File: config.mk
export PLATFORM = sky130hd
export DESIGN_NAME = tma_ram
export DESIGN_NICKNAME = d
export VERILOG_FILES = /design/src/sv/transform_matrix_accumulator_defines.svh /design/src/sv/tma_ram.sv
export SDC_FILE = /design/constraint.sdc
export NUM_CORES = 1
export LEC_CHECK = 0
export BUFFER_PORTS_ARGS = -buffer_cell sky130_fd_sc_hd__buf_2
export CAP_MARGIN = 40
export CORE_MARGIN = 5
export CORE_UTILIZATION = 35
export DETAILED_ROUTE_END_ITERATION = 10
export SYNTH_ARGS = -nofsm -noshare
export SYNTH_HDL_FRONTEND = slang
export SYNTH_SLANG_ARGS = --single-unit
File: constraint.sdc
create_clock -name i_clk -period 6.6 [get_ports i_clk]
set_input_delay 1.98 -clock i_clk [delete_from_list [all_inputs] [get_ports i_clk]]
set_output_delay 1.98 -clock i_clk [all_outputs]
set_load 0.005 [all_outputs]
File: src/sv/transform_matrix_accumulator_defines.svh
// Assertion macros used by the transform matrix accumulator top level.
`ifndef TRANSFORM_MATRIX_ACCUMULATOR_DEFINES_SVH
`define TRANSFORM_MATRIX_ACCUMULATOR_DEFINES_SVH

// Same-cycle implication, disabled while reset is asserted.
`define TMA_ASSERT_IMPL(label, clk, rst_n, ante, cons) \
    label: assert property (@(posedge clk) disable iff (!(rst_n)) (ante) |-> (cons)) \
        else $error("tma assertion failed");

// Next-cycle implication, disabled while reset is asserted.
`define TMA_ASSERT_NEXT(label, clk, rst_n, ante, cons) \
    label: assert property (@(posedge clk) disable iff (!(rst_n)) (ante) |=> (cons)) \
        else $error("tma assertion failed");

`endif

File: src/sv/tma_ram.sv
// Generic single-write, single-read synchronous RAM with registered read data.
module tma_ram #(
    parameter int  DEPTH     = 16,
    parameter int  WIDTH     = 32,
    localparam int ADDR_BITS = $clog2(DEPTH)
) (
    input  logic                 i_clk,
    input  logic                 i_we,
    input  logic [ADDR_BITS-1:0] i_waddr,
    input  logic [WIDTH-1:0]     i_wdata,
    input  logic                 i_re,
    input  logic [ADDR_BITS-1:0] i_raddr,
    output logic [WIDTH-1:0]     o_rdata
);
    logic [WIDTH-1:0] r_mem [DEPTH];
    logic [WIDTH-1:0] r_rdata;

    always_ff @(posedge i_clk) begin
        if (i_we) begin
            r_mem[i_waddr] <= i_wdata;
        end
        if (i_re) begin
            r_rdata <= r_mem[i_raddr];
        end
    end

    assign o_rdata = r_rdata;
endmodule

==> impl_metrics.toml <==
[run_status]
outcome = "finished clean"

[final_layout]
finalNonFillerCells = 1757
fillers = 4945
drive_gt1_frac = 0.3219
area_growth_pct = 15.85
multi_input_comb_area_um2 = 3756
final_area_um2 = 23370
fin_nets = 997
ff_latch_area_um2 = 16340

[timing]
period_share = 0.5600
period_needed_ps = 3696
hold_viol_final = 0
finalSetupTns_ps = 0
drv_slew = 0
maxSlewHeadroom = 0.5010
rsz0062_at_grt = "no"
skew_ps = 13.44
setup_violations = 0
max_freq_mhz = 270.6
worst_slew_pin_slew_ps = 746.7

[setup_path]
path_class = "in2reg"
path_depth = 5
crit_path_max_incr_delay_ps = 570
r2r_slack_ps = 5080
endpoint = "o_rdata[9]$_DFFE_PP_"
arrival_ps = 4020
rr_startpoint = "r_mem[2][20]$_DFFE_PP_"
slowest_stage = "mux4_2"
path_max_fanout = 59
crit_path_start = "i_raddr[0]"
crit_path_end_kind = "register"
r2r_cells = 3
worst-path-buf-inv = 2
crit_family = "buffers and inverters"
cp.required_ps = 6920
r2r_end = "o_rdata[20]$_DFFE_PP_"
crit_path_start_kind = "input pin"
path_cells = "clkbuf_8, buf_12, mux4_2, a22oi_1, nand2_1"

[place]
placed_cells = 1664
port_buffers = 74
hpwl_um = 23710
gp_congestion = 0.7074
place_area_um2 = 21770

[floorplanning]
die_x_um = 250.1
num_rows = 88
die-area_um2 = 62540
die_h_um = 250.1
start_util = 0.3517
coreArea_um2 = 57370
num_io_pins = 75

[synthesis]
postSynthAreaPerCell_um2 = 24.07
synthCells = 838
synth.area.top_cells = "edfxtp_1 81%, mux4_2 14%, a22oi_1 2.4%"
yosys_register_bits = 544
synth_top_area_cell = "edfxtp_1"
ys_seq_area_frac = 0.8097
syn_area_um2 = 20170
synth_fp_nets = 881
ys_types = 17
yosys_warnings = 0
yosysTopAreaCellShare = 0.8097

[drt]
totalWireLength_um = 44360
first_pass_iters = 4
wl_met2_um = 20860
wl_met1_um = 19760
drtAntennaViolNets = 0
drt-initial-drc-count = 858
drc = 0
vias = 9098
top_layer_used = "met5"
viasPerCell = 5.178
wl_met3_um = 3136
routedWlPerCell_um = 25.25

[global_route]
grt_max_degree = 62
grt_pass1_wl_um = 65580
antenna_found_initial = 5
grt_usage = 0.1402
gr-total-overflow = 0
grt_pass1_vias = 9514

[cts]
cts_resized = 0
clock_latency_ps = 580
post_cts_buffers = 0
cts.reportedPaths.clkPinSlew_ps = 60
cts_hold_buffers = 0
cts_inserted_buffers = 53
cts-htree-levels = 2
cts_max_path_buffers = 3
clock-sinks = 544
cts_tree = "built"
cts_root_buf = "clkbuf_16"

[job]
maxCapViolCount = 0

[power]
ir_drop_v = 0.0001816
power_density_nw_per_um2 = 302.3
power_mw = 7.066
cellLeakagePower_nw = 7.351

[worst_hold_path]
hold_class = "reg2reg"
[area by class of cell]
class / count / share of cell area
diodes: 1 / 0.0001071
clock buffers: 61 / 0.05803
clock inverters: 31 / 0.01023
multi-input cells: 251 / 0.1607
flip-flops and latches: 544 / 0.6990
well taps: 765 / 0.04096
repair buffers: 104 / 0.03100
[cell usage in the layout (no fill, tap or decap), types with 2 or more instances in the layout]
cell,synthesis,final
buf_4,11,24
nand2_1,33,33
buf_16,0,4
buf_2,4,72
nor2_4,0,13
edfxtp_1,544,544
buf_12,0,3
clkbuf_16,0,53
clkinv_2,0,7
nand2b_1,2,2
nor2b_4,0,2
nand3b_1,2,2
mux4_2,128,128
bufinv_16,0,4
clkinv_1,0,18
a22oi_1,64,64
clkbuf_1,17,8
nor3_2,0,3
[tightest hold or removal path, cell delays in order, from the launching register on]
cell	delay, ps
edfxtp_1	320
mux4_2	220
a22oi_1	60
nand2_1	50
[kinds of logic after synthesis]
group	share of synthesized area
muxes	0.1429
and+or+nand+nor	0.01253
buffers and inverters	0.01104
AOI/OAI and AO/OA	0.02382
DFF	0.8097
[synth_stat cells]
cell,count
buf_6,2
edfxtp_1,544
nand2_1,33
buf_2,4
nor2_1,13
nor3_1,4
nor2b_1,2
clkbuf_1,17
mux4_2,128
nand3_1,1
and2_1,1
a22oi_1,64
nand3b_1,2
nand2b_1,2
buf_4,11
or3b_2,1
buf_1,9
[where the power goes]
| group | internal, mW | switching [mW] | total [mW] |
|---|---|---|---|
| logic | 0.136 | 0.199 | 0.334 |
| clock network | 1.61 | 1.20 | 2.82 |
| registers | 3.89 | 0.0216 | 3.91 |
| total | 5.64 | 1.42 | 7.07 |
[layer usage]
layer	up-vias	global-route usage
met3	49	0.02928
met5	-	0
met2	331	0.2143
met4	4	0.03087
li1	3835	-
met1	4879	0.2101
[worst min-delay path by stage]
stage,startpoint,to,slack (ps),depth (start not counted)
after global routing,r_mem[15][6]$_DFFE_PP_,o_rdata[6]$_DFFE_PP_,770,3
after CTS,r_mem[14][0]$_DFFE_PP_,o_rdata[0]$_DFFE_PP_,750,3
final,r_mem[14][0]$_DFFE_PP_,o_rdata[0]$_DFFE_PP_,740,3
after detailed placement,r_mem[14][0]$_DFFE_PP_,o_rdata[0]$_DFFE_PP_,730,3
after global placement,r_mem[15][29]$_DFFE_PP_,o_rdata[29]$_DFFE_PP_,730,3
after floorplan,r_mem[14][0]$_DFFE_PP_,o_rdata[0]$_DFFE_PP_,710,3
[registers in the layout (all words and copies together), names as in the netlist]
register  flops
r_mem       512
o_rdata      32
[per-stage QoR]
step,utilization,hold WS (ps),worst slack (ps)
after floorplan,-,710.3,1440
after detailed placement,0.3796,734.3,2286
final,0.4074,742.7,2904
after global placement,0.3773,732.7,2277
after CTS,0.4074,745.5,2906
after global routing,0.4074,765.5,2723
Power figures use the tool's default switching activity.
