**src/sv/transform_matrix_accumulator_defines.svh**
```systemverilog
// Assertion macros used by the transform matrix accumulator top level.
`ifndef TRANSFORM_MATRIX_ACCUMULATOR_DEFINES_SVH
`define TRANSFORM_MATRIX_ACCUMULATOR_DEFINES_SVH

// Same-cycle implication, disabled while reset is asserted.
`define TMA_ASSERT_IMPL(label, clk, rst_n, ante, cons) \
    label: assert property (@(posedge clk) disable iff (!(rst_n)) (ante) |-> (cons)) \
        else $error("tma assertion failed");

// Next-cycle implication, disabled while reset is asserted.
`define TMA_ASSERT_NEXT(label, clk, rst_n, ante, cons) \
    label: assert property (@(posedge clk) disable iff (!(rst_n)) (ante) |=> (cons)) \
        else $error("tma assertion failed");

`endif

```
**src/sv/tma_pkg.sv**
```systemverilog
// Shared types, constants and helpers of the transform matrix accumulator.
package tma_pkg;

    localparam int WORD_BITS = 32;
    localparam int FRAC_BITS = 16;
    localparam int ROWS      = 4;
    localparam int OP_BITS   = 3;
    localparam int IDX_BITS  = 4;
    localparam int PROD_BITS = 2 * WORD_BITS;
    localparam int SH_BITS   = PROD_BITS - FRAC_BITS;
    localparam int ACC_BITS  = SH_BITS + 2;
    localparam int COL_BITS  = ROWS * WORD_BITS;

    typedef logic signed [WORD_BITS-1:0] t_word;
    typedef logic [OP_BITS-1:0]          t_opcode;
    typedef logic [IDX_BITS-1:0]         t_index;

    localparam t_opcode OP_IDENTITY  = 3'd0;
    localparam t_opcode OP_WRITE     = 3'd1;
    localparam t_opcode OP_COPY      = 3'd2;
    localparam t_opcode OP_MULTIPLY  = 3'd3;
    localparam t_opcode OP_TRANSLATE = 3'd4;
    localparam t_opcode OP_SCALE     = 3'd5;

    localparam t_word UNIT_VALUE = t_word'(64'd1 << FRAC_BITS);
    localparam t_word WORD_MAX   = {1'b0, {(WORD_BITS-1){1'b1}}};
    localparam t_word WORD_MIN   = {1'b1, {(WORD_BITS-1){1'b0}}};

    // Control of one multiply-accumulate lane.
    typedef struct packed {
        logic mul_en;
        logic acc_en;
        logic first;
    } t_mac_ctrl;

    function automatic t_word identity_elem(input logic [1:0] row, input logic [1:0] col);
        return (row == col) ? UNIT_VALUE : '0;
    endfunction

endpackage

```
**src/sv/tma_mac_lane.sv**
```systemverilog
// One multiply-accumulate lane: registered product, shifted sum, saturation to a word.
module tma_mac_lane (
    input  logic              i_clk,
    input  tma_pkg::t_mac_ctrl i_ctrl,
    input  tma_pkg::t_word    i_a,
    input  tma_pkg::t_word    i_b,
    output tma_pkg::t_word    o_word,
    output logic              o_sat
);
    import tma_pkg::*;

    logic signed [PROD_BITS-1:0] r_prod;
    logic signed [SH_BITS-1:0]   prod_sh;
    logic signed [ACC_BITS-1:0]  r_acc;
    logic signed [ACC_BITS-1:0]  n_acc;
    logic [ACC_BITS-WORD_BITS:0] upper;
    logic                        fits;

    always_ff @(posedge i_clk) begin
        if (i_ctrl.mul_en) begin
            r_prod <= PROD_BITS'(i_a) * PROD_BITS'(i_b);
        end
        if (i_ctrl.acc_en) begin
            r_acc <= n_acc;
        end
    end

    // Drop the fraction bits, rounding toward minus infinity.
    assign prod_sh = SH_BITS'(r_prod >>> FRAC_BITS);

    always_comb begin
        if (i_ctrl.first) begin
            n_acc = ACC_BITS'(prod_sh);
        end else begin
            n_acc = r_acc + ACC_BITS'(prod_sh);
        end
    end

    assign upper  = r_acc[ACC_BITS-1:WORD_BITS-1];
    assign fits   = (&upper) | ~(|upper);
    assign o_sat  = ~fits;
    assign o_word = fits ? r_acc[WORD_BITS-1:0] : (r_acc[ACC_BITS-1] ? WORD_MIN : WORD_MAX);
endmodule

```
**config.mk**
```make
export PLATFORM = sky130hd
export DESIGN_NAME = tma_mac_lane
export DESIGN_NICKNAME = d
export VERILOG_FILES = /design/src/sv/transform_matrix_accumulator_defines.svh /design/src/sv/tma_pkg.sv /design/src/sv/tma_mac_lane.sv
export SDC_FILE = /design/constraint.sdc
export NUM_CORES = 2
export LEC_CHECK = 0
export BUFFER_PORTS_ARGS = -buffer_cell sky130_fd_sc_hd__buf_2
export CELL_PAD_IN_SITES_DETAIL_PLACEMENT = 1
export CELL_PAD_IN_SITES_GLOBAL_PLACEMENT = 1
export CORE_MARGIN = 2
export CORE_UTILIZATION = 48
export DETAILED_ROUTE_END_ITERATION = 10
export PLACE_DENSITY_LB_ADDON = 0.1
export SYNTH_ARGS = -nofsm -noshare
export SYNTH_HDL_FRONTEND = slang
export SYNTH_SLANG_ARGS = --single-unit
export TNS_END_PERCENT = 5
```
**constraint.sdc**
```tcl
create_clock -name i_clk -period 9 [get_ports i_clk]
set_input_delay 1.35 -clock i_clk [delete_from_list [all_inputs] [get_ports i_clk]]
set_output_delay 1.35 -clock i_clk [all_outputs]
set_load 0.1 [all_outputs]
```
==> results.sh <==
export IMPL_synth_top_area_share_pct=52.0
export IMPL_synthArstFlopShare_pct=0
export IMPL_cts_sinks=98
export IMPL_die_h_um=299
export IMPL_fp_dieArea_sq_um=89200
export IMPL_vias_per_cell=5.27
export IMPL_core_rowCount=108
export IMPL_slowest_delay_ps=690
export IMPL_clockBufferDepth=2
export IMPL_slowest_stage="fa_1"
export IMPL_slew_limit_headroom_pct=23.7
export IMPL_drv_cap=0
export IMPL_cp_common_cell="fa_1"
export IMPL_antenna_found_initial=7
export IMPL_postLayoutCellArea_sq_um=45600
export IMPL_synth_seq_cells=98
export IMPL_synth_most_common_cell="fa_1"
export IMPL_cts_tree="built"
export IMPL_max_freq_mhz=116
export IMPL_arrival_ps=8740
export IMPL_nFillCells=9858
export IMPL_nets=5907
export IMPL_syn_inst=4345
export IMPL_cp_start_kind="primary input"
export IMPL_drive_gt1_share_pct=9.49
export IMPL_dieWidth_um=299
export IMPL_ant_nets=0
export IMPL_synth_seq_area_share_pct=7.06
export IMPL_cts_root_buffer="clkbuf_16"
export IMPL_numCtsBuffers=9
export IMPL_hold_viol_final=0
export IMPL_vias=30000
export IMPL_synth_edf_count=98
export IMPL_io_buffer_count=100
export IMPL_yosysTopAreaCell="fa_1"
export IMPL_wire_per_inst_um=21.5
export IMPL_grt_pass1_vias=34200
export IMPL_endpoint_kind="flip-flop"
export IMPL_cp_num_buf_inv=7
export IMPL_h_tree_depth=3
export IMPL_period_needed_ps=8640
export IMPL_maxSlewViolCount=0
export IMPL_drc=0
export IMPL_met3_wirelength_mm=8.06
export IMPL_synth_area_sq_um=41700
export IMPL_critical_path_class="in -> reg"
export IMPL_synth_cell_type_count=74
export IMPL_highest_layer="met5"
export IMPL_regArea_sq_um=2940
export IMPL_required_ps=9100
export IMPL_syn_to_final_growth_pct=9.42
export IMPL_drtIter0Drc=1605
export IMPL_critPathTopFamily="adder cells"
export IMPL_fin_util_pct=52.8
export IMPL_yosys_most_used_dff="edfxtp_1"
export IMPL_start_util_pct=48.2
export IMPL_setup_viol=0
export IMPL_routabilityCongestion=0.861
export IMPL_coreArea_sq_um=86300
export IMPL_hpwl_mm=108
export IMPL_placed_area_sq_um=45200
export IMPL_firstDrtPassIters=5
export IMPL_grt_ovfl_total=0
export IMPL_cts_hold_repair_buffers=0
export IMPL_fin_worst_skew_ps=11.3
export IMPL_grt_max_degree=78
export IMPL_clock_latency_ps=360
export IMPL_clkTransAtPathRegs_ps=70
export IMPL_syn_num_nets=5724
export IMPL_grtUsageTotal_pct=28.5
export IMPL_critPathMaxFanout=11
export IMPL_synth_area_top_cells="fa_1 52%, inv_1 8.7%, and2_1 7.9%"
export IMPL_final_period_utilization_pct=96.1
export IMPL_synth_warnings=0
export IMPL_multi_input_area_sq_um=34300
export IMPL_ys_top_cells_by_count="1082 x fa_1, 960 x inv_1, 581 x nand2_1"
export IMPL_wl_mm=122
export IMPL_status="completed"
export IMPL_grt_pass1_wl_mm=196
export IMPL_pin_count=101
export IMPL_dr_wl_met2_mm=55.2
export IMPL_rsz0062_at_grt="no"
export IMPL_tightest_slew_ps=1140
export IMPL_synth_avg_cell_area_sq_um=9.59
export IMPL_worstHoldPathType="reg -> reg"
export IMPL_wirelength_met1_mm=57.4
-- cells in the final DEF (no fill, tap or decap), types with 25 or more instances in the layout --
cell and count:
xnor2_1 64, ha_1 229, fa_1 1080, o21ai_0 79, inv_1 960, nand2_1 581, a21oi_1 89, buf_4 269
buf_2 91, edfxtp_1 98, nand3_1 25, a21o_1 70, and2_1 523, nor2_1 63, xor2_1 34
-- stage by stage --
stage,hold WS (ps),instances,TNS (ps),setup WS [ps]
after floorplan,520,4345,0,101
after global placement,555,5671,-250,-175
after detailed placement,569,5671,-1520,-319
after CTS,578,5687,0,57.7
after global routing,605,5688,0,43.3
final,574,5689,0,355
-- registers in the layout, summed over array words and instances, names as in the netlist --
register and cells:
r_acc 50, r_prod 48
-- worst paths after layout --
path | slack (ps) | to | startpoint | depth (start not counted)
worst min-delay path | 570 | r_acc[41] | r_prod[57] | 2
worst max register to register | 5180 | r_acc[48] | r_acc[0] | 13
worst min register to register | 570 | r_acc[41] | r_prod[57] | 2
worst max-delay path | 360 | r_prod[63] | i_b[18] | 27
-- timing repair --
action	4_1_cts	5_1_grt
endpoints found under the setup margin	0	10
setup buffers	0	1
gates resized for setup	0	19
-- per-layer routing --
layer | GRT usage [%] | vias to the layer above
met2 | 44.7 | 651
met3 | 4.95 | 102
met5 | 0 | -
li1 | - | 13200
met4 | 3.95 | 10
met1 | 42.7 | 16000
-- worst min-delay path, cell delays in order (launching register included) --
cell and delay, ps:
edfxtp_1 360, nand2_1 60, o21ai_0 60
-- logic make-up (layout without fill, tap and decap cells) --
family          after synthesis  after routing  share of synthesized area [%]
xor+xnor                     98             98                           2.06
other cells                   0              1                              0
compound gates              356            356                           5.63
flops                        98             98                           7.06
buf+inv                    1177           1365                           10.6
fa+ha+maj                  1311           1311                           58.9
simple gates               1301           1301                           15.6
mux                           4              4                          0.102
-- area by class of cell --
class | instances | area share [%]
multi-input combinational | 3070 | 75.3
inverter | 960 | 7.91
timing repair buffer | 389 | 6.51
sequential | 98 | 6.46
tap | 1155 | 3.17
clock buffer | 9 | 0.494
clock inverter | 7 | 0.143
antenna | 1 | 0.00549
Power is left out: the tool's default activity adds up to more than one toggle a clock period on the data nets, which glitch-free logic cannot reach.
